[src/sv/ipcf_pkg.sv]
// ----------------------------------------------------------------------------
// ipcf_pkg
// shared types, constants and helpers of the imu pitch complementary filter
// ----------------------------------------------------------------------------
package ipcf_pkg;

  localparam int CORDIC_STEPS = 16;
  localparam int CORDIC_CELLS = (CORDIC_STEPS < 24) ? CORDIC_STEPS : 24;
  localparam int CNT_W        = $clog2(CORDIC_CELLS + 1);
  localparam int SH_W         = 5;
  localparam int XY_W         = 32;
  localparam int ANG_W        = 26;

  localparam logic signed [ANG_W-1:0] Q16_180 = 26'sd11796480;
  localparam logic signed [27:0]      Q16_90  = 28'sd5898240;
  localparam logic signed [57:0]      DEG_SCALE = 58'sd1073820917;

  // register indexes
  localparam logic [2:0] REG_GYRO_OFFSET  = 3'd0;
  localparam logic [2:0] REG_ACCEL_Y_OFS  = 3'd1;
  localparam logic [2:0] REG_ACCEL_Z_OFS  = 3'd2;
  localparam logic [2:0] REG_GYRO_GAIN    = 3'd3;
  localparam logic [2:0] REG_BLEND_GAIN   = 3'd4;
  localparam logic [2:0] REG_CLAMP_WINDOW = 3'd5;
  localparam logic [2:0] REG_OUTPUT_BIAS  = 3'd6;

  typedef struct packed {
    logic signed [19:0] gyro_offset;
    logic signed [19:0] accel_y_offset;
    logic signed [19:0] accel_z_offset;
    logic        [23:0] gyro_step_gain;
    logic        [15:0] blend_gain;
    logic        [22:0] clamp_window;
    logic signed [23:0] output_bias;
  } cfg_t;

  typedef struct packed {
    logic signed [XY_W-1:0]  x;
    logic signed [XY_W-1:0]  v;
    logic signed [ANG_W-1:0] ang;
  } cordic_t;

  // arctangent of 2^-i in q16 degrees
  function automatic logic signed [ANG_W-1:0] atan_q16(input int idx);
    logic signed [ANG_W-1:0] r;
    case (idx)
      0:  r = 26'sd2949120;
      1:  r = 26'sd1740967;
      2:  r = 26'sd919879;
      3:  r = 26'sd466945;
      4:  r = 26'sd234379;
      5:  r = 26'sd117304;
      6:  r = 26'sd58666;
      7:  r = 26'sd29335;
      8:  r = 26'sd14668;
      9:  r = 26'sd7334;
      10: r = 26'sd3667;
      11: r = 26'sd1833;
      12: r = 26'sd917;
      13: r = 26'sd458;
      14: r = 26'sd229;
      15: r = 26'sd115;
      16: r = 26'sd57;
      17: r = 26'sd29;
      18: r = 26'sd14;
      19: r = 26'sd7;
      20: r = 26'sd4;
      21: r = 26'sd2;
      22: r = 26'sd1;
      default: r = 26'sd0;
    endcase
    return r;
  endfunction

  function automatic logic signed [31:0] sat32(input logic signed [35:0] v);
    logic signed [31:0] r;
    if (v > 36'sd2147483647) begin
      r = 32'sh7fffffff;
    end else if (v < -36'sd2147483648) begin
      r = 32'sh80000000;
    end else begin
      r = v[31:0];
    end
    return r;
  endfunction

endpackage

[src/sv/ipcf_cordic_cell.sv]
// ----------------------------------------------------------------------------
// ipcf_cordic_cell
// one registered vectoring rotation with a fixed shift and arctangent
// ----------------------------------------------------------------------------
module ipcf_cordic_cell (
  input  logic                                 clk,
  input  logic [ipcf_pkg::SH_W-1:0]            shift,
  input  logic signed [ipcf_pkg::ANG_W-1:0]    atan,
  input  ipcf_pkg::cordic_t                    din,
  output ipcf_pkg::cordic_t                    dout
);
  import ipcf_pkg::*;

  logic signed [XY_W-1:0] xs, vs;

  assign xs = din.x >>> shift;
  assign vs = din.v >>> shift;

  always_ff @(posedge clk) begin
    if (din.v > 0) begin
      dout.x   <= din.x + vs;
      dout.v   <= din.v - xs;
      dout.ang <= din.ang + atan;
    end else begin
      dout.x   <= din.x - vs;
      dout.v   <= din.v + xs;
      dout.ang <= din.ang - atan;
    end
  end

endmodule

[config.mk]
export PLATFORM = sky130hd
export DESIGN_NAME = ipcf_cordic_cell
export DESIGN_NICKNAME = d
export VERILOG_FILES = /design/src/sv/ipcf_pkg.sv /design/src/sv/ipcf_cordic_cell.sv
export SDC_FILE = /design/constraint.sdc
export NUM_CORES = 1
export LEC_CHECK = 0
export CORE_ASPECT_RATIO = 0.9
export CORE_UTILIZATION = 50
export DETAILED_ROUTE_END_ITERATION = 10
export DONT_BUFFER_PORTS = 1
export PLACE_DENSITY = 0.68
export SYNTH_ARGS = -nofsm -noshare
export SYNTH_HDL_FRONTEND = slang
export SYNTH_SLANG_ARGS = --single-unit
[constraint.sdc]
create_clock -name clk -period 5.95 [get_ports clk]
set_clock_uncertainty 0.1 [all_clocks]
set_input_delay 0.2975 -clock clk [delete_from_list [all_inputs] [get_ports clk]]
set_output_delay 0.2975 -clock clk [all_outputs]
set_load 0.02 [all_outputs]
# Word-level counts from Yosys, hierarchy flattened
# Cells that the tools add are included.
# word_totals
ff_bits	90
in_bits	122
wordCells	13
# classes
addsub	6
order_cmp	1
shifts	2
muxes	1
# op_table
operator	count
$mux W90	1
$add A32 B32 Y32	2
$sshr A32 B5 Y32	2
$sub A32 B32 Y32	2
$gt A32 B1 Y1 const B	1
$add A26 B26 Y26	1
$sub A26 B26 Y26	1

# Logic depth before layout (Yosys ltp)
# Gate-level depths: netlist of run 1.
# logic_depth
word_depth	3
depth_mapped	27
depth_no_buf	21

# Worst setup path before layout of run 1
# Ideal clock, no wire load.
# synth_path
path_type	input to register
from	input port shift[0] (netlist bit)
to	register dout[88] (netlist bit)
arrival_time_ps	5410
t_required_ps	5778
slack_ps	368
path_stages	24
path_cell_list	buf_2 -> buf_4 -> buf_2 -> buf_2 -> mux2_2 -> mux4_2 -> nor2_1 -> a21oi_1 -> ha_1 -> and3_1 -> a21oi_1 -> nor2_1 -> xor2_1 -> ha_1 -> a211oi_1 -> o21ba_2 -> o221ai_1 -> o211ai_1 -> a21oi_1 -> a2111oi_0 -> o31ai_1 -> a21o_1 -> a21oi_1 -> xnor2_1
# synth_between
elab_chain_len	3
word_cells_on_any_way	4
# synth_lines
item	line_no	text
start: declaration	ipcf_cordic_cell.sv:7	input logic [ipcf_pkg::SH_W-1:0] shift,
$sshr A32 B5 Y32 *	ipcf_cordic_cell.sv:17	assign vs = din.v >>> shift;
$sub A32 B32 Y32 or $add A32 B32 Y32 (tied branches)	ipcf_cordic_cell.sv:25, ipcf_cordic_cell.sv:21	
$mux W90 *	ipcf_cordic_cell.sv:20	if (din.v > 0) begin
end: declaration	ipcf_cordic_cell.sv:10	output ipcf_pkg::cordic_t dout
# Mark *: on every way between the ends. The rest lies on a longest branch, timed or not.

# Worst setup path after layout of run 1
# layout_path
from	input port shift[1] (netlist bit)
to	register dout[57] (netlist bit)
# layout_between
elab_chain_len	3
word_cells_on_any_way	4
# layout_lines
item	line_no	text
$sshr A32 B5 Y32 *	ipcf_cordic_cell.sv:16	assign xs = din.x >>> shift;
$add A32 B32 Y32 or $sub A32 B32 Y32 (tied branches)	ipcf_cordic_cell.sv:26, ipcf_cordic_cell.sv:22	
$mux W90 *	ipcf_cordic_cell.sv:20	
# Marked as above.

==> run metrics, run 1 <==
outcome finished, final reports clean; post-synthesis average cell area 8.70 sq um; chip height 153 microns; hpwl dp 35300 microns; initial standard-cell utilization of the core 51.4%; Die W 169 microns; number of enable flip-flop cells after synthesis 0; start-to-end type of the worst setup path in2reg; area of the multi-input gates 10300 sq um; leakage 5.39 nW; FFs w/ async S/R, synth 0%; number of antenna violations at the first check in global routing 0; highest clock rate 0.185 GHz; Crit Path Max Fanout 113; main combinational cell family by area after synthesis multiplexers; Top delay family on crit path compound AO/OA/AOI/OAI gates; Worst Tran Pin Value 0.962 ns; startpoint type of the worst setup path primary input; sequential cell area fraction in the yosys report 14.3%; layout cells sized above 1 14.8%; maximum number of pins on one net before global-route repair 114; total congestion overflow after global routing 0; Overall Power 0.00347 W; area after detailed placement 13100 sq um; Post-CTS Setup Repair Bufs 0; count of buffer and inverter cells on the critical path 1; largest area contributor in the synthesized netlist mux4_2; registers with the most flip-flops dout (90); DRT antenna net count 0; Routability Congestion 1.00; per-cell via count in the routed design 6.80; top cells by area, synth mux4_2 (17%), dfxtp_1 (14%), ha_1 (9.6%); endpoint type of the worst setup path register; required time reported for the critical path endpoint 6.14 ns; synthesized instance count 1449; slowest stage cell on the critical path mux4_2; syn_nets 1671; CTS hold repair buffers 3; area growth from synthesis to layout 6.16%; number of flip-flops under the largest register name 90; final setup violating endpoints 0; top post-synthesis cells by count nor2_1 (125), nand2_1 (106), a21oi_1 (104); commonest register cell after synthesis dfxtp_1; number of fill cells in the layout 2309; Slew Limit Fails 0; final total negative setup slack 0 ns; fraction of post-synthesis cell area in the top cell type by area 16.6%; IR drop worst, VDD 0.173 mV; Relative slew margins 35.1%; buffer cell driving the clock tree root clkbuf_16; CTS buffer count 9; iteration-0 DRC count of the detailed router 1359; number of input and output port buffers inserted 0; number of global-route vias before repair 11251; Die Footprint 25900 sq um; pre-CTS setup slack 0.300 ns; final worst-path cycle share 90.9%; unrepaired setup endpoints after global routing false; clock transition at the registers of the reported paths 0.07 ns; number of iterations in the first detailed-routing pass 7; wire length of the first global-routing pass 68200 microns; post-synthesis compound-gate area fraction 21.9%; summed instance area of the synthesized netlist 12600 sq um; routed len/inst 25.2 microns; total count of hold-check failures in the final report 0; synth unique cells 85; sinks on the clock net 90; post-cts sizing count 0; overall via count from detail_route 12140; utilization of the core after routing 54.6%; cell row count 54; CP Cell Sequence mux4_2 > mux2_2 > mux4_2 > a211oi_2 > nand4b_1 > and2b_1 > nor3b_1 > buf_4 > a41oi_1 > xnor2_1 > ha_1 > and4_1 > and2_1 > a32o_1 > or3_1 > o31a_1 > a211oi_1 > o21bai_1 > a21oi_1 > xnor2_1; total power divided by cell area 259 nW/um^2; sequential cell area 1800 sq um; Synth Area in XOR/XNOR 10.8%; Routed Wire Length 44900 microns; Hold WC Path Type in2reg; Top reg by flops dout; fraction of the mapped netlist area in adder cells 10.1%; number of max-cap violations 0; post-synthesis share of cell area spent on and, or, nand and nor gates 14.7%; post-layout net count 1666; share of synthesized area spent on multiplexers 23.9%; CTS tree built; drc violations 0; yosys warns 0; core box area 24500 sq um; worst path setup slack after routing 0.543 ns; total non-filler cell area in the finished layout 13400 sq um; FF+latch count, synth 90; Final min period 5.41 ns; arrival time at the worst endpoint 5.60 ns; CTS H-Tree Depth 3; overall track demand over capacity in global routing 34.4%; count leader, synth nor2_1; I/O pin count 212; max incr delay on CP 0.54 ns; Diodes inserted 0; clock buffer depth 2
[routing by layer]
| metal | wire (microns) | vias to the layer above | global-route usage, % |
|---|---|---|---|
| li1 | - | 5500 | - |
| met1 | 18800 | 5802 | 47.7 |
| met2 | 19000 | 754 | 50.3 |
| met3 | 5950 | 84 | 11.7 |
| met4 | 1200 | 0 | 10.1 |
| met5 | 0 | - | 0 |
[cell usage in the layout (no fill, tap or decap), types with 43 or more instances in the layout]
master / synthesis / layout
mux4_2: 93 / 93
o21ai_0: 79 / 79
xor2_1: 55 / 55
nand2_1: 106 / 106
ha_1: 97 / 97
a21oi_1: 104 / 104
buf_4: 6 / 55
xnor2_1: 100 / 100
mux2i_1: 63 / 63
dfxtp_1: 90 / 90
nor2_1: 125 / 123
inv_1: 43 / 43
[final timing paths]
check / start / endpoint / slack (ns) / depth (start not counted)
max: shift[1] / dout[57] / 0.54 / 20
min: din[59] / dout[59] / 0.02 / 1
[per-stage QoR]
| stage | std cells | hold WS, ns |
|---|---|---|
| floorplan | 1449 | 0.327 |
| global placement | 1766 | 0.345 |
| detailed placement | 1766 | 0.338 |
| CTS | 1784 | 0.0119 |
| global route | 1784 | 0.00758 |
| finish | 1784 | 0.0224 |
[layout make-up]
type | count | area share [%]
Sequential cell | 90 | 13.5
Clock inverter | 6 | 0.383
Clock buffer | 9 | 1.68
Timing Repair Buffer | 58 | 3.31
Inverter | 45 | 1.26
Tap cell | 336 | 3.14
Multi-Input combinational cell | 1240 | 76.8
[power breakdown]
part	switching, W	total (W)	leakage (nW)	internal [W]
clock network	0.000295	0.000582	0.126	0.000287
logic	0.000878	0.00160	4.50	0.000726
registers	0.000420	0.00128	0.759	0.000861
total	0.00159	0.00347	5.39	0.00187
[cells by family (layout without fill, tap and decap cells)]
family	count (synthesis)	in the layout
AO/OA/AOI/OAI	415	415
AND/OR/NAND/NOR	388	388
multiplexers	182	182
XOR/XNOR	155	155
buffers and inverters	119	118
adder cells (fa/ha/maj)	100	100
flip-flops	90	90
Power figures use the tool's default switching activity.
==> run 2, diff against run 1 <==
--- a/config.mk
+++ b/config.mk
@@ -6,6 +6,7 @@
 export NUM_CORES = 1
 export LEC_CHECK = 0
 export CORE_ASPECT_RATIO = 0.9
+export CORE_MARGIN = 8
 export CORE_UTILIZATION = 50
 export DETAILED_ROUTE_END_ITERATION = 10
 export DONT_BUFFER_PORTS = 1
==> constraint.sdc (replaced) <==
create_clock -name clk -period 4.5 [get_ports clk]
set_clock_uncertainty 0.1 [all_clocks]
set_input_delay 0.225 -clock clk [delete_from_list [all_inputs] [get_ports clk]]
set_output_delay 0.225 -clock clk [all_outputs]
set_load 0.02 [all_outputs]
==> run 2 against run 1 <==
Clock power is 48% higher. Setup slack got worse by 1.0 ns. Critical path depth stayed put. Global-route usage decreased by 4.9 points. Hold slack worse by 0.0092 ns. Sequential share of layout area decreased by 2.3 points. Utilization up 9.8 points. Cell count up 17%. Wire length increased by 4.4%. Largest cell class unchanged. First-iteration DRC count increased by 8.4%. Total power is 52% higher. The run now ends with negative setup slack left.
==> run metrics, run 2 (same netlist as run 1, synthesis figures left out) <==
count of placed standard cells including taps 2045; registers with the most flip-flops dout (90); initial standard-cell utilization of the core 50.5%; leakage 6.95 nW; overall via count from detail_route 13128; Hold WC Path Type in2reg; number of global-route vias before repair 12696; Routed Wire Length 46900 microns; commonest non-fill, non-tap cell in the layout buf_4; crit path launch shift[0]; layout cells sized above 1 32.8%; number of max-cap violations 0; Die W 183 microns; number of flip-flops under the largest register name 90; most frequent cells in the layout buf_4 (339), nor2_1 (119), nand2_1 (104), xnor2_1 (94); maximum number of pins on one net before global-route repair 114; iteration-0 DRC count of the detailed router 1473; Routability Congestion 1.01; total power divided by cell area 327 nW/um^2; routed len/inst 22.5 microns; final setup violating endpoints 9; start-to-end type of the worst setup path in2reg; DRT antenna net count 0; Relative slew margins 52.1%; highest clock rate 0.202 GHz; violations in the final reports negative setup slack; endpoint type of the worst setup path register; I/O pin count 212; worst path setup slack after routing -0.460 ns; number of iterations in the first detailed-routing pass 7; chip height 167 microns; final worst-path cycle share 110%; Final min period 4.96 ns; final total negative setup slack -1.82 ns; wire length of the first global-routing pass 72200 microns; Die Footprint 30600 sq um; Overall Power 0.00526 W; drc violations 0; final std cells w/o fill 2084; startpoint type of the worst setup path primary input; clock buffer depth 2; CTS H-Tree Depth 3; capturing element of the worst setup path dout[57]; outcome complete, but fails checks; unrepaired setup endpoints after global routing true; arrival time at the worst endpoint 5.16 ns; CTS buffer count 9; buffer cell driving the clock tree root clkbuf_16; per-cell via count in the routed design 6.30; clock transition at the registers of the reported paths 0.09 ns; Crit Path Max Fanout 90; area growth from synthesis to layout 27.6%; total count of hold-check failures in the final report 0; sinks on the clock net 90; Worst Tran Pin Value 0.718 ns; number of antenna violations at the first check in global routing 0; post-layout net count 1959; hpwl dp 36400 microns; CTS tree built; total congestion overflow after global routing 0; IR drop worst, VDD 0.274 mV; cell row count 55; number of input and output port buffers inserted 0; overall track demand over capacity in global routing 29.5%; Diodes inserted 0; Slew Limit Fails 0; core box area 25000 sq um; required time reported for the critical path endpoint 4.70 ns; Top reg by flops dout
==> run 2: cell count changes in the layout (fill, tap and decap cells not counted), sizes merged <==
cell	previous run	this run
inv	46	47
clkinvlp	3	0
buf	55	344
dlygate4sd3	3	7
clkinv	2	4
bufinv	0	1
==> run 2: critical path, stage by stage <==
cell and delay [ns]:
mux4_2 0.52, mux2_4 0.29, mux4_2 0.54, a211oi_2 0.17, nand4b_1 0.17, and2b_1 0.28, nor3b_4 0.31, a21oi_2 0.12
xnor2_2 0.16, ha_1 0.29, a21o_1 0.17, a21o_1 0.18, a21o_1 0.19, a32o_1 0.20, or3_4 0.37, o31a_1 0.28
a211oi_2 0.27, o21bai_1 0.11, a21oi_2 0.15, xnor2_1 0.14
==> run 2: area by class of cell <==
class,count,area [sq um]
clock buffer,9,225
timing repair buffer,351,2700
fill,2111,8890
multi-input combinational,1240,10700
inverter,45,169
tap,342,428
clock inverter,7,95.1
sequential,90,1800
==> run 2: worst min path at each step <==
| stage | slack, ns | end | depth (start not counted) | from |
|---|---|---|---|---|
| CTS | 0.0004 | dout[57] | 2 | din[89] |
| floorplan | 0.25 | dout[26] | 1 | din[26] |
| detailed placement | 0.27 | dout[26] | 1 | din[26] |
| global placement | 0.27 | dout[26] | 1 | din[26] |
| global route | 0.007 | dout[57] | 2 | din[89] |
| finish | 0.01 | dout[7] | 2 | din[7] |
==> run 2: layer usage <==
metal / up-vias / GRT usage (%) / wire length [microns] / part of all wire, %
li1: 6065 / - / - / -
met5: - / 0 / 0 / 0
met3: 91 / 8.01 / 5160 / 11
met1: 6223 / 39.6 / 19700 / 42
met2: 749 / 44.9 / 20600 / 44
met4: 0 / 10.2 / 1450 / 3.1
==> run 2: where the power goes <==
part	switching, W	total (W)	leakage [nW]	internal (W)
Sequential	0.000566	0.00170	0.759	0.00114
Clock	0.000411	0.000860	0.157	0.000449
Combinational	0.00128	0.00270	6.03	0.00142
==> run 2: per-stage QoR <==
step	setup WS (ns)	hold slack [ns]	utilization, %	instance area (sq um)
global route	-0.642	0.00716	64.4	16100
detailed placement	-0.933	0.269	61.3	15300
floorplan	-0.771	0.255	-	12800
CTS	-0.486	0.000439	63.7	15900
finish	-0.460	0.0132	64.4	16100
global placement	-0.817	0.271	61.3	15300
==> run 2: what timing repair did <==
item                       in CTS  in global routing
hold endpoints to repair        6                  0
setup endpoints to repair      11                 22
hold buffers                    7                  0
pin swaps                      26                 13
resized for setup              29                 30
setup buffers                  11                  6
