--- config.mk ---
export PLATFORM = sky130hd
export DESIGN_NAME = ipcf_regs
export DESIGN_NICKNAME = d
export VERILOG_FILES = /design/src/sv/ipcf_pkg.sv /design/src/sv/ipcf_regs.sv
export SDC_FILE = /design/constraint.sdc
export NUM_CORES = 1
export LEC_CHECK = 0
export ABC_CLOCK_PERIOD_IN_PS = 1650
export BUFFER_PORTS_ARGS = -buffer_cell sky130_fd_sc_hd__buf_4
export CAP_MARGIN = 20
export CORE_MARGIN = 2
export CORE_UTILIZATION = 46
export DETAILED_ROUTE_END_ITERATION = 16
export PLACE_DENSITY = 0.77
export SLEW_MARGIN = 20
export SYNTH_ARGS = -nofsm -noshare
export SYNTH_HDL_FRONTEND = slang
export SYNTH_SLANG_ARGS = --single-unit
--- constraint.sdc ---
create_clock -name clk -period 1.65 [get_ports clk]
set_clock_uncertainty 0.05 [all_clocks]
set_input_delay 0.33 -clock clk [delete_from_list [all_inputs] [get_ports clk]]
set_output_delay 0.33 -clock clk [all_outputs]
set_load 0.005 [all_outputs]
--- src/sv/ipcf_pkg.sv ---
// ----------------------------------------------------------------------------
// ipcf_pkg
// shared types, constants and helpers of the imu pitch complementary filter
// ----------------------------------------------------------------------------
package ipcf_pkg;

  localparam int CORDIC_STEPS = 16;
  localparam int CORDIC_CELLS = (CORDIC_STEPS < 24) ? CORDIC_STEPS : 24;
  localparam int CNT_W        = $clog2(CORDIC_CELLS + 1);
  localparam int SH_W         = 5;
  localparam int XY_W         = 32;
  localparam int ANG_W        = 26;

  localparam logic signed [ANG_W-1:0] Q16_180 = 26'sd11796480;
  localparam logic signed [27:0]      Q16_90  = 28'sd5898240;
  localparam logic signed [57:0]      DEG_SCALE = 58'sd1073820917;

  // register indexes
  localparam logic [2:0] REG_GYRO_OFFSET  = 3'd0;
  localparam logic [2:0] REG_ACCEL_Y_OFS  = 3'd1;
  localparam logic [2:0] REG_ACCEL_Z_OFS  = 3'd2;
  localparam logic [2:0] REG_GYRO_GAIN    = 3'd3;
  localparam logic [2:0] REG_BLEND_GAIN   = 3'd4;
  localparam logic [2:0] REG_CLAMP_WINDOW = 3'd5;
  localparam logic [2:0] REG_OUTPUT_BIAS  = 3'd6;

  typedef struct packed {
    logic signed [19:0] gyro_offset;
    logic signed [19:0] accel_y_offset;
    logic signed [19:0] accel_z_offset;
    logic        [23:0] gyro_step_gain;
    logic        [15:0] blend_gain;
    logic        [22:0] clamp_window;
    logic signed [23:0] output_bias;
  } cfg_t;

  typedef struct packed {
    logic signed [XY_W-1:0]  x;
    logic signed [XY_W-1:0]  v;
    logic signed [ANG_W-1:0] ang;
  } cordic_t;

  // arctangent of 2^-i in q16 degrees
  function automatic logic signed [ANG_W-1:0] atan_q16(input int idx);
    logic signed [ANG_W-1:0] r;
    case (idx)
      0:  r = 26'sd2949120;
      1:  r = 26'sd1740967;
      2:  r = 26'sd919879;
      3:  r = 26'sd466945;
      4:  r = 26'sd234379;
      5:  r = 26'sd117304;
      6:  r = 26'sd58666;
      7:  r = 26'sd29335;
      8:  r = 26'sd14668;
      9:  r = 26'sd7334;
      10: r = 26'sd3667;
      11: r = 26'sd1833;
      12: r = 26'sd917;
      13: r = 26'sd458;
      14: r = 26'sd229;
      15: r = 26'sd115;
      16: r = 26'sd57;
      17: r = 26'sd29;
      18: r = 26'sd14;
      19: r = 26'sd7;
      20: r = 26'sd4;
      21: r = 26'sd2;
      22: r = 26'sd1;
      default: r = 26'sd0;
    endcase
    return r;
  endfunction

  function automatic logic signed [31:0] sat32(input logic signed [35:0] v);
    logic signed [31:0] r;
    if (v > 36'sd2147483647) begin
      r = 32'sh7fffffff;
    end else if (v < -36'sd2147483648) begin
      r = 32'sh80000000;
    end else begin
      r = v[31:0];
    end
    return r;
  endfunction

endpackage

--- src/sv/ipcf_regs.sv ---
// ----------------------------------------------------------------------------
// ipcf_regs
// apb register bank holding offsets, gains, window and bias
// ----------------------------------------------------------------------------
module ipcf_regs (
  input  logic                clk,
  input  logic                rst,
  input  logic                psel,
  input  logic                penable,
  input  logic                pwrite,
  input  logic [4:0]          paddr,
  input  logic [31:0]         pwdata,
  output logic [31:0]         prdata,
  output logic                pready,
  output ipcf_pkg::cfg_t      cfg
);
  import ipcf_pkg::*;

  logic [2:0] idx;
  logic       wr;

  assign idx    = paddr[4:2];
  assign wr     = psel & penable & pwrite;
  assign pready = 1'b1;

  always_ff @(posedge clk) begin
    if (rst) begin
      cfg.gyro_offset    <= 20'sd24;
      cfg.accel_y_offset <= 20'sd24;
      cfg.accel_z_offset <= 20'sd160;
      cfg.gyro_step_gain <= 24'd10230;
      cfg.blend_gain     <= 16'd328;
      cfg.clamp_window   <= 23'd655360;
      cfg.output_bias    <= -24'sd262144;
    end else if (wr) begin
      unique case (idx)
        REG_GYRO_OFFSET:  cfg.gyro_offset    <= pwdata[19:0];
        REG_ACCEL_Y_OFS:  cfg.accel_y_offset <= pwdata[19:0];
        REG_ACCEL_Z_OFS:  cfg.accel_z_offset <= pwdata[19:0];
        REG_GYRO_GAIN:    cfg.gyro_step_gain <= pwdata[23:0];
        REG_BLEND_GAIN:   cfg.blend_gain     <= pwdata[15:0];
        REG_CLAMP_WINDOW: cfg.clamp_window   <= pwdata[22:0];
        REG_OUTPUT_BIAS:  cfg.output_bias    <= pwdata[23:0];
        default: ;
      endcase
    end
  end

  always_comb begin
    unique case (idx)
      REG_GYRO_OFFSET:  prdata = {12'd0, cfg.gyro_offset};
      REG_ACCEL_Y_OFS:  prdata = {12'd0, cfg.accel_y_offset};
      REG_ACCEL_Z_OFS:  prdata = {12'd0, cfg.accel_z_offset};
      REG_GYRO_GAIN:    prdata = {8'd0, cfg.gyro_step_gain};
      REG_BLEND_GAIN:   prdata = {16'd0, cfg.blend_gain};
      REG_CLAMP_WINDOW: prdata = {9'd0, cfg.clamp_window};
      REG_OUTPUT_BIAS:  prdata = {8'd0, cfg.output_bias};
      default:          prdata = 32'd0;
    endcase
  end

endmodule

---- Word level (Yosys, flattened, before mapping) ----
Index checks and enable logic that the tools add are counted.
W data, S select, Z words.
storage, ports and cells
  logic and storage cells ................. 24
  bits in writable memories ............... 0
  memory bits (read-only) ................. 0
  register bits ........................... 147
  input bits .............................. 42
  latch bits .............................. 0
  output and inout bits ................... 180
  memories kept ........................... 0
operators by class
  shift operators ......................... 0
  add/subtract/negate cells ............... 0
  $mul .................................... 0
  reduce and logical (&&, ||, !) cells .... 8
  mux-type cells .......................... 1
  equality and inequality tests ........... 6
  $lt $le $gt $ge ......................... 0
  bitwise gates (word level) .............. 2
  divide/modulo/power cells ............... 0
operator list
  kind                  number
  $pmux W24 S7          1
  $reduce_and A2 Y1     7
  $eq A3 B3 Y1 const B  3
  $eq A3 B2 Y1 const B  2
  $eq A3 B1 Y1 const B  1
  $logic_not A3 Y1      1
  $and A1 B1 Y1         2

---- Depth between registers and ports, before layout ----
Gate-level depths: netlist of the first run.
  depth in word-level cells ............... 3
  gate-level depth with buffers ........... 6
  mapped depth without buffers ............ 3

---- Worst setup path before layout of the first run ----
Ideal clock, no wire load.
  path type ............................... in2out
  start point ............................. input paddr[3]
  end point ............................... output prdata[3]
  data arrival time ....................... 1,259 ps
  path buffers ............................ 2
  cell stages on the path ................. 5
  required time ........................... 1,270 ps
  path slack .............................. 11 ps
  cells stage by stage .................... buf_4 buf_6 mux2_2 a221oi_2 a221oi_1
on the way
  cells in the longest elaborated chain, start to end .. 2
  elaborated cells between the ends (all ways) .. 8
  those cells by class .................... eq/ne (6); mux (1); reduce/logical (1)
ends and longest elaborated chain
  item                                  line             RTL
  start, declared                       ipcf_regs.sv:11  input logic [4:0] paddr,
  $eq A3 B3 Y1 (tied with other cells)  ipcf_regs.sv:50  unique case (idx)
  $pmux W24 S7 (*)                      ipcf_regs.sv:50
  end, declared                         ipcf_regs.sv:13  output logic [31:0] prdata,
Mark *: on every way between the ends. The rest lies on a longest branch, timed or not.

---- Final worst setup path of the first run ----
  start point ............................. register cfg[50] (netlist bit)
  end point ............................... output prdata[3]
on the way
  cells in the longest elaborated chain, start to end .. 1
ends and longest elaborated chain
  item             line             RTL
  start, declared  ipcf_regs.sv:15  output ipcf_pkg::cfg_t cfg
  $pmux W24 S7     ipcf_regs.sv:50
No other way between the ends.

==> results of run 1 <==
path summary, 6_finish.rpt:
check,start,end,slack [ns],depth (start not counted)
worst min-delay path,pwdata[21],cfg[21],0.08,2
worst min register to register,cfg[123],cfg[123],0.43,2
worst max register to register,cfg[93],cfg[93],0.73,4
worst max-delay path,cfg[50],prdata[3],-0.27,4
metal layers:
layer | up-vias | track usage, %
li1 | 3111 | -
met1 | 3322 | 38.26
met2 | 381 | 48.98
met3 | 86 | 5.092
met4 | 0 | 13.19
met5 | - | 0
area by class of cell:
class                           count  area (sq um)
Fill cell                        1101          4691
Multi-Input combinational cell    510          3885
Sequential cell                   147          2988
Timing Repair Buffer              315          2610
Clock buffer                       18         439.2
Tap cell                          188         235.2
Clock inverter                     14         234.0
Inverter                            2         7.507
kinds of logic after synthesis:
family,Yosys count
simple gates,215
compound gates,150
flops,147
mux,136
buf+inv,73
other cells,2
cell usage in the layout (no fill, tap or decap), types with 2 or more instances in the layout:
master / instances
sky130_fd_sc_hd__inv_1: 2
sky130_fd_sc_hd__and2_1: 2
sky130_fd_sc_hd__clkbuf_16: 17
sky130_fd_sc_hd__and3b_1: 2
sky130_fd_sc_hd__nand2b_1: 112
sky130_fd_sc_hd__mux2_4: 11
sky130_fd_sc_hd__and2b_1: 2
sky130_fd_sc_hd__dfxtp_2: 36
sky130_fd_sc_hd__nor2b_4: 2
sky130_fd_sc_hd__buf_12: 15
sky130_fd_sc_hd__mux2_2: 8
sky130_fd_sc_hd__a32oi_2: 5
sky130_fd_sc_hd__nand2_1: 7
sky130_fd_sc_hd__a21oi_1: 33
sky130_fd_sc_hd__a21boi_0: 4
sky130_fd_sc_hd__dfxtp_1: 111
sky130_fd_sc_hd__o211ai_1: 11
sky130_fd_sc_hd__clkinvlp_4: 4
sky130_fd_sc_hd__a32oi_1: 14
sky130_fd_sc_hd__bufinv_16: 6
sky130_fd_sc_hd__conb_1: 9
sky130_fd_sc_hd__a22oi_1: 23
sky130_fd_sc_hd__nand3_1: 36
sky130_fd_sc_hd__o21ai_1: 4
sky130_fd_sc_hd__a221oi_2: 5
sky130_fd_sc_hd__clkinv_2: 3
sky130_fd_sc_hd__a211o_1: 5
sky130_fd_sc_hd__nor2_1: 35
sky130_fd_sc_hd__nand2_8: 2
sky130_fd_sc_hd__nor2_2: 2
sky130_fd_sc_hd__mux2i_1: 116
sky130_fd_sc_hd__o21ai_0: 32
sky130_fd_sc_hd__buf_4: 290
sky130_fd_sc_hd__buf_6: 8
sky130_fd_sc_hd__a22oi_2: 10
power breakdown:
| part | internal [W] | switching [W] |
|---|---|---|
| Sequential | 0.00358 | 0.0000245 |
| Clock | 0.00287 | 0.00158 |
| Combinational | 0.000433 | 0.000470 |
repair_timing:
item,in CTS,in global routing
gates resized for setup,79,18
endpoints found under the setup margin,24,24
pin swaps,21,14
hold buffers,0,0
buffers inserted,32,2
through the flow:
step / utilization [%] / std cells / setup TNS [ns] / total power [W] / hold WS [ns]
finish: 68.91 / 1194 / -3.490 / 0.008950 / 0.07879
CTS: 68.35 / 1192 / -3.269 / 0.008901 / 0.07108
detailed placement: 60.77 / 1129 / -12.23 / 0.004479 / 0.4350
global route: 68.91 / 1194 / -4.427 / 0.009177 / 0.08005
floorplan: - / 730 / 0 / 0.004076 / 0.3979
global placement: 60.77 / 1129 / -11.50 / 0.004472 / 0.4268
==> reports/results.env, run 1 <==
SLOWEST_DELAY_NS=0.32
SYNTHXORXNORAREAFRAC_PCT=0
CLKSINKCOUNT=147
BIGGESTREGSBYFLOPS='cfg (147)'
YOSYSSEQAREASHARE_PCT=41.79
GLOBAL_PLACEMENT_ROUTABILITY_CONGESTION=0.8380
VIAS_PER_CELL=5.779
YOSYS.AREA_SHARE.ADDER_PCT=0
SYNTH_AREA_LEADERS='sky130_fd_sc_hd__dfxtp_1 42%, sky130_fd_sc_hd__mux2i_1 17%, sky130_fd_sc_hd__nand2b_1 10%, sky130_fd_sc_hd__a22oi_1 3.5%, sky130_fd_sc_hd__mux2_2 3.0%'
MOST_FREQUENTLY_USED_CELL_TYPE_IN_THE_POST_SYNTHESIS_NETLIST='sky130_fd_sc_hd__dfxtp_1'
CRITPATHKIND='reg -> out'
VIAS=6900
PRE_CTS_SLACK_NS=-0.2563
FINAL_CELL_AREA_SQ_UM=10400
DRV_SLEW=0
DIE_HT_MICRONS=127.7
SYN_AREA_SQ_UM=7042
CLOCK_TREE_FROM_TRITONCTS='yes'
DETAILED_ROUTER_ITERATION_COUNT_BEFORE_ANTENNA_REPAIR=5
REGISTERS.TOP_BY_FF_COUNT='cfg'
PLACE_AREA_SQ_UM=9170
RSZ0062_AT_GRT='yes'
POST_ROUTE_CELLS_DRIVE_ABOVE_1_SHARE_PCT=43.74
AREA_DELTA_SYNTH_FINAL_PCT=47.67
SYNTH_MUX_AREA_SHARE_PCT=19.67
SYNTH_CELL_TYPE_COUNT=40
CRITPATHTOPFAMILY='compound AO/OA/AOI/OAI gates'
DETAILED_PLACE_HPWL_MICRONS=16350
DOMINANT_COMBINATIONAL_CELL_FAMILY_BY_AREA_AFTER_SYNTHESIS='multiplexers'
GLOBALROUTEOVERFLOWTOTAL=0
SYNTH_COMPOUND_GATE_AREA_SHARE_PCT=14.14
CTS_ROOT_BUF='sky130_fd_sc_hd__clkbuf_16'
DIE-WIDTH_MICRONS=127.7
IO_PINS=222
SYNTHESIS.YOSYS.WARNINGS=0
CP.ARRIVAL_NS=1.54
MET3WIRELENGTH_MICRONS=1851
FLOORPLAN.INITIALDENSITY_PCT=46.67
CRIT_BUF_INV=1
MAX_CAP_VIOL_COUNT=0
LAYOUT_SETUP_WS_NS=-0.2673
VIA_COUNT_OF_THE_FIRST_GLOBAL_ROUTING_PASS=6599
SETUP.WORST_PATH.START_CLASS='flip-flop'
CORE.ROWCOUNT=45
CTS_BUFFER_COUNT=17
CRITPATHREQUIREDTIME_NS=1.27
TIMING.FINAL.CRIT_PERIOD_NS=1.917
ANTENNADIODECOUNT=0
CRITPATHSLOWESTCELL='sky130_fd_sc_hd__dfxtp_2'
ANTENNA_VIOLATIONS_BEFORE_REPAIR=0
SYNTH_TOP_CELL_BY_AREA='sky130_fd_sc_hd__dfxtp_1'
CTS.HTREE.LEVELS=4
POWER.STATIC_LEAKAGE_nW=4.853
ROUTEDLENGTHMET1_MICRONS=10130
NETS=1035
NETLIST_TOP_CELLS_COUNT='147 x sky130_fd_sc_hd__dfxtp_1, 117 x sky130_fd_sc_hd__mux2i_1, 112 x sky130_fd_sc_hd__nand2b_1'
GRT_START_MAX_NET_PINS=41
CRITICAL_PATH.MAX_FANOUT=2
MIN_PERIOD_OVER_PERIOD_PCT=116.2
SYNTH_EDF_COUNT=0
SYNTH-SIMPLE-AREA-SHARE_PCT=17.93
FAILED_CHECKS='negative setup slack'
DRC=0
SYNTH_TOP_FLOP_CELL='sky130_fd_sc_hd__dfxtp_1'
TIMING.CRITICAL_PATH.CELLS='mux2_4 > a221oi_4 > a221oi_2 > buf_4'
DESIGN.DIE.AREA_SQ_UM=16310
ACHIEVABLE-FREQUENCY_MHz=521.6
PLACEMENT.IO_BUFFERS=202
WORST_SKEW_PAIR.LATE_LATENCY_NS=0.43
LARGEST_REGISTER_FFS=147
TIMING_HOLD_VIOLATIONS_FINAL=0
HOLD_PATH_CLASS='in -> reg'
ITER_0_DRT_VIOLATIONS=720
POWER-PER-CELL-AREA_nW_PER_UM2=860.7
OUTCOME='finished, violations left'
WORST_SETUP_HOLD_PATH_CLK_SLEW_NS=0.06
WORST_SETUP_PATH_END_KIND='output pin'
NETLIST_INSTANCES=723
POSTSYNTHREGISTERBITS=147
SYNTHARSTFLOPSHARE_PCT=0
GRT_FIRST_PASS_WIRELENGTH_MICRONS=36990
TIMING.FINAL.SETUP_VIOLATIONS=23
YOSYS.AREA.TOP_TYPE_SHARE_PCT=41.79
GROUTE.USAGE.OVERALL_PCT=29.68
WL_PER_CELL_MICRONS=20.64
FP.COREAREA_SQ_UM=15090
DETAIL_ROUTE.WIRELENGTH_MICRONS=24640
IRDROPWORSTVDD_uV=694.1
MAXIMUM_BUFFER_DEPTH_OF_THE_CLOCK_TREE=2
ROUTE.ANTENNA.REMAINING_NETS=0
SYN_AVG_CELL_AREA_SQ_UM=9.740
TOP_LAYER_USED='met4'
MET2_WIRELENGTH_MICRONS=11650
Note: power is estimated with default switching activity, not from simulation.
==> inputs of run 2 (changes only) <==
==> constraint.sdc (replaced) <==
create_clock -name clk -period 1.65 [get_ports clk]
set_clock_uncertainty 0.05 [all_clocks]
set_input_delay 0.2475 -clock clk [delete_from_list [all_inputs] [get_ports clk]]
set_output_delay 0.2475 -clock clk [all_outputs]
set_load 0.005 [all_outputs]
==> reports/results.env, run 2 (synthesis gave the netlist of run 1 again) <==
CRITPATHREQUIREDTIME_NS=1.35  # +0.08 ns
CTS.HTREE.LEVELS=4  # unchanged
CRITPATHSLOWESTCELL='sky130_fd_sc_hd__dfxtp_2'
MAX_CAP_VIOL_COUNT=0  # unchanged
GRT_FIRST_PASS_WIRELENGTH_MICRONS=35440  # -4.2%
PLACE_AREA_SQ_UM=9045  # -1.4%
GRT_USE_MET1_PCT=36.13  # -2.1 points
TIMING.FINAL.CRIT_PERIOD_NS=1.809  # -0.1087 ns
CLKSINKCOUNT=147  # unchanged
TIMING.CRITICAL_PATH.CELLS='mux2_4 > a221oi_4 > a221oi_2 > buf_4'
P_INT_W=0.006228  # -9.4%
MAXIMUM_BUFFER_DEPTH_OF_THE_CLOCK_TREE=2  # unchanged
MIN_PATH_CELLS=2  # unchanged
RSZ0062_AT_GRT='yes'
PLACEMENT.IO_BUFFERS=202  # unchanged
DIE_HT_MICRONS=127.7  # unchanged
HOLD_PATH_CLASS='in -> reg'
IO_PINS=222  # unchanged
POWER-PER-CELL-AREA_nW_PER_UM2=811.2  # -5.8%
LARGEST_REGISTER_FFS=147  # unchanged
WL_PER_CELL_MICRONS=20.09  # -2.7%
CRITICAL_PATH_DEPTH=4  # unchanged
AREA_DELTA_SYNTH_FINAL_PCT=42.80
REGISTERS.TOP_BY_FF_COUNT='cfg'
SWITCHINGPOWER_W=0.001929  # -6.9%
GRT_START_MAX_NET_PINS=60  # +46%
DETAILED_PLACE_HPWL_MICRONS=15990  # -2.2%
LAYOUT_COMMONEST_CELL='sky130_fd_sc_hd__buf_4'
DRV_SLEW=0  # unchanged
WORSTREGTOREGCELLS=2  # -2
PART_OF_THE_TOTAL_POWER_DISSIPATED_IN_THE_CLOCK_NETWORK_PCT=45.5  # -4.2 points
ANTENNA_VIOLATIONS_BEFORE_REPAIR=0  # unchanged
DRC=0  # unchanged
CTS_ROOT_BUF='sky130_fd_sc_hd__clkbuf_16'
FILLCELLCOUNT=1207  # +9.6%
LAYOUT_SETUP_WS_NS=-0.1586  # +0.1087 ns
FINAL_CORE_UTILIZATION_PCT=66.64  # -2.3 points
OUTCOME='finished, violations left'
SLOWEST_DELAY_NS=0.32  # about the same
VIAS=6684  # -3.1%
DETAILED_ROUTER_ITERATION_COUNT_BEFORE_ANTENNA_REPAIR=5  # unchanged
CTS_BUFFER_COUNT=17  # unchanged
SETUP.WORST_PATH.START_CLASS='flip-flop'
DESIGN.DIE.AREA_SQ_UM=16310  # unchanged
DETAIL_ROUTE.WIRELENGTH_MICRONS=23700  # -3.8%
ROUTE.ANTENNA.REMAINING_NETS=0  # unchanged
REPORT.POWER.TOTAL_W=0.008157  # -8.9%
TIMING.FINAL.SETUP_VIOLATIONS=18  # -22%
CRITPATHTOPFAMILY='compound AO/OA/AOI/OAI gates'
POWER.STATIC_LEAKAGE_nW=4.701  # -3.1%
ITER_0_DRT_VIOLATIONS=554  # -23%
PWR-SHARE-SEQ_PCT=44.2  # +4.0 points
CP.ARRIVAL_NS=1.51  # -0.03 ns
LAYOUT_COMMON_CELLS='284 x sky130_fd_sc_hd__buf_4, 117 x sky130_fd_sc_hd__mux2i_1, 112 x sky130_fd_sc_hd__nand2b_1, 106 x sky130_fd_sc_hd__dfxtp_1, 41 x sky130_fd_sc_hd__dfxtp_2'
CLOCK_TREE_FROM_TRITONCTS='yes'
POST_ROUTE_CELLS_DRIVE_ABOVE_1_SHARE_PCT=41.53  # -2.2 points
POWER.SWITCHING_FRACTION_PCT=23.65  # +0.49 points
CRITPATHKIND='reg -> out'
DIE-WIDTH_MICRONS=127.7  # unchanged
FLOORPLAN.INITIALDENSITY_PCT=46.67  # unchanged
WORST_SETUP_PATH_END_KIND='output pin'
ACHIEVABLE-FREQUENCY_MHz=552.9  # +6.0%
CRITICAL_PATH.MAX_FANOUT=2  # unchanged
VIA_COUNT_OF_THE_FIRST_GLOBAL_ROUTING_PASS=6420  # -2.7%
VIAS_PER_CELL=5.664  # -2.0%
FP.COREAREA_SQ_UM=15090  # unchanged
MIN_PERIOD_OVER_PERIOD_PCT=109.6  # -6.6 points
IRDROPWORSTVDD_uV=684.5  # -1.4%
CRIT_BUF_INV=1  # unchanged
GRT_USE_MET2_PCT=46.96  # -2.0 points
ANTENNADIODECOUNT=0  # unchanged
CORE.ROWCOUNT=45  # unchanged
WORST_SKEW_PAIR.LATE_LATENCY_NS=0.42  # about the same
BIGGESTREGSBYFLOPS='cfg (147)'
GLOBAL_ROUTE.PEAK_USAGE_LAYER='met2'
WORST_SETUP_HOLD_PATH_CLK_SLEW_NS=0.06  # about the same
FINAL_CELL_AREA_SQ_UM=10060  # -3.3%
COMB_POWER_SHARE_PCT=10.3  # +0.2 points
GLOBAL_ROUTE.USAGE.MET3_PCT=5.718  # +0.63 points
TIMING_HOLD_VIOLATIONS_FINAL=0  # unchanged
FAILED_CHECKS='negative setup slack'
GLOBAL_PLACEMENT_ROUTABILITY_CONGESTION=0.8236  # -1.7%
GLOBALROUTEOVERFLOWTOTAL=0  # unchanged
GROUTE.USAGE.OVERALL_PCT=28.15  # -1.5 points
NETS=1023  # -1.2%
## run 2: cell type report
class	count	area, sq um	area share (%)
multi-input combinational	510	3832	38.11
inverter	2	7.507	0.07465
timing repair buffer	303	2430	24.16
tap	188	235.2	2.339
clock inverter	4	47.55	0.4728
sequential	147	2994	29.77
clock buffer	26	509.2	5.064
## run 2: worst paths after layout
path                    from        end  slack, ns
setup reg to reg     cfg[18]    cfg[18]       0.74
hold / removal    pwdata[20]    cfg[20]       0.03
hold reg to reg      cfg[79]    cfg[79]       0.44
setup / recovery     cfg[50]  prdata[3]      -0.16
## run 2: per-layer routing
metal | wire (microns) | vias up
met3 | 1646 | 43
met1 | 10030 | 3240
li1 | - | 3082
met2 | 11500 | 319
met4 | 528 | 0
met5 | 0 | -
## run 2: power groups by stage
stage / clock network (W) / registers [W] / logic [W]
3_3_place_gp: 0 / 0.00368 / 0.000768
3_5_place_dp: 0 / 0.00368 / 0.000776
6_report: 0.00371 / 0.00360 / 0.000843
5_1_grt: 0.00387 / 0.00360 / 0.000889
2_1_floorplan: 0 / 0.00367 / 0.000401
4_1_cts: 0.00372 / 0.00360 / 0.000807
## run 2: timing repair
| action | 4_1_cts | 5_1_grt |
|---|---|---|
| resized for setup | 43 | 36 |
| hold endpoints to repair | 3 | 0 |
| setup endpoints to repair | 23 | 23 |
| setup buffers | 23 | 5 |
| hold buffers | 3 | 0 |
| pin swaps | 15 | 9 |
## run 2: worst register-to-register path, delay by kind of cell, from the launching register on
| family | cells | cell delay (ns) |
|---|---|---|
| AOI/OAI and AO/OA | 2 | 0.41 |
| DFF | 1 | 0.35 |
## run 2: per-stage QoR
stage | cells | setup TNS, ns | hold slack [ns] | setup WS, ns
after global placement | 1119 | -1.254 | 0.4196 | -0.09227
after floorplan | 730 | 0 | 0.3154 | 0.1761
after detailed placement | 1119 | -1.251 | 0.4191 | -0.1074
final | 1180 | -1.336 | 0.02769 | -0.1586
after CTS | 1175 | -1.702 | 0.01508 | -0.1744
after global routing | 1180 | -2.245 | 0.02022 | -0.2097
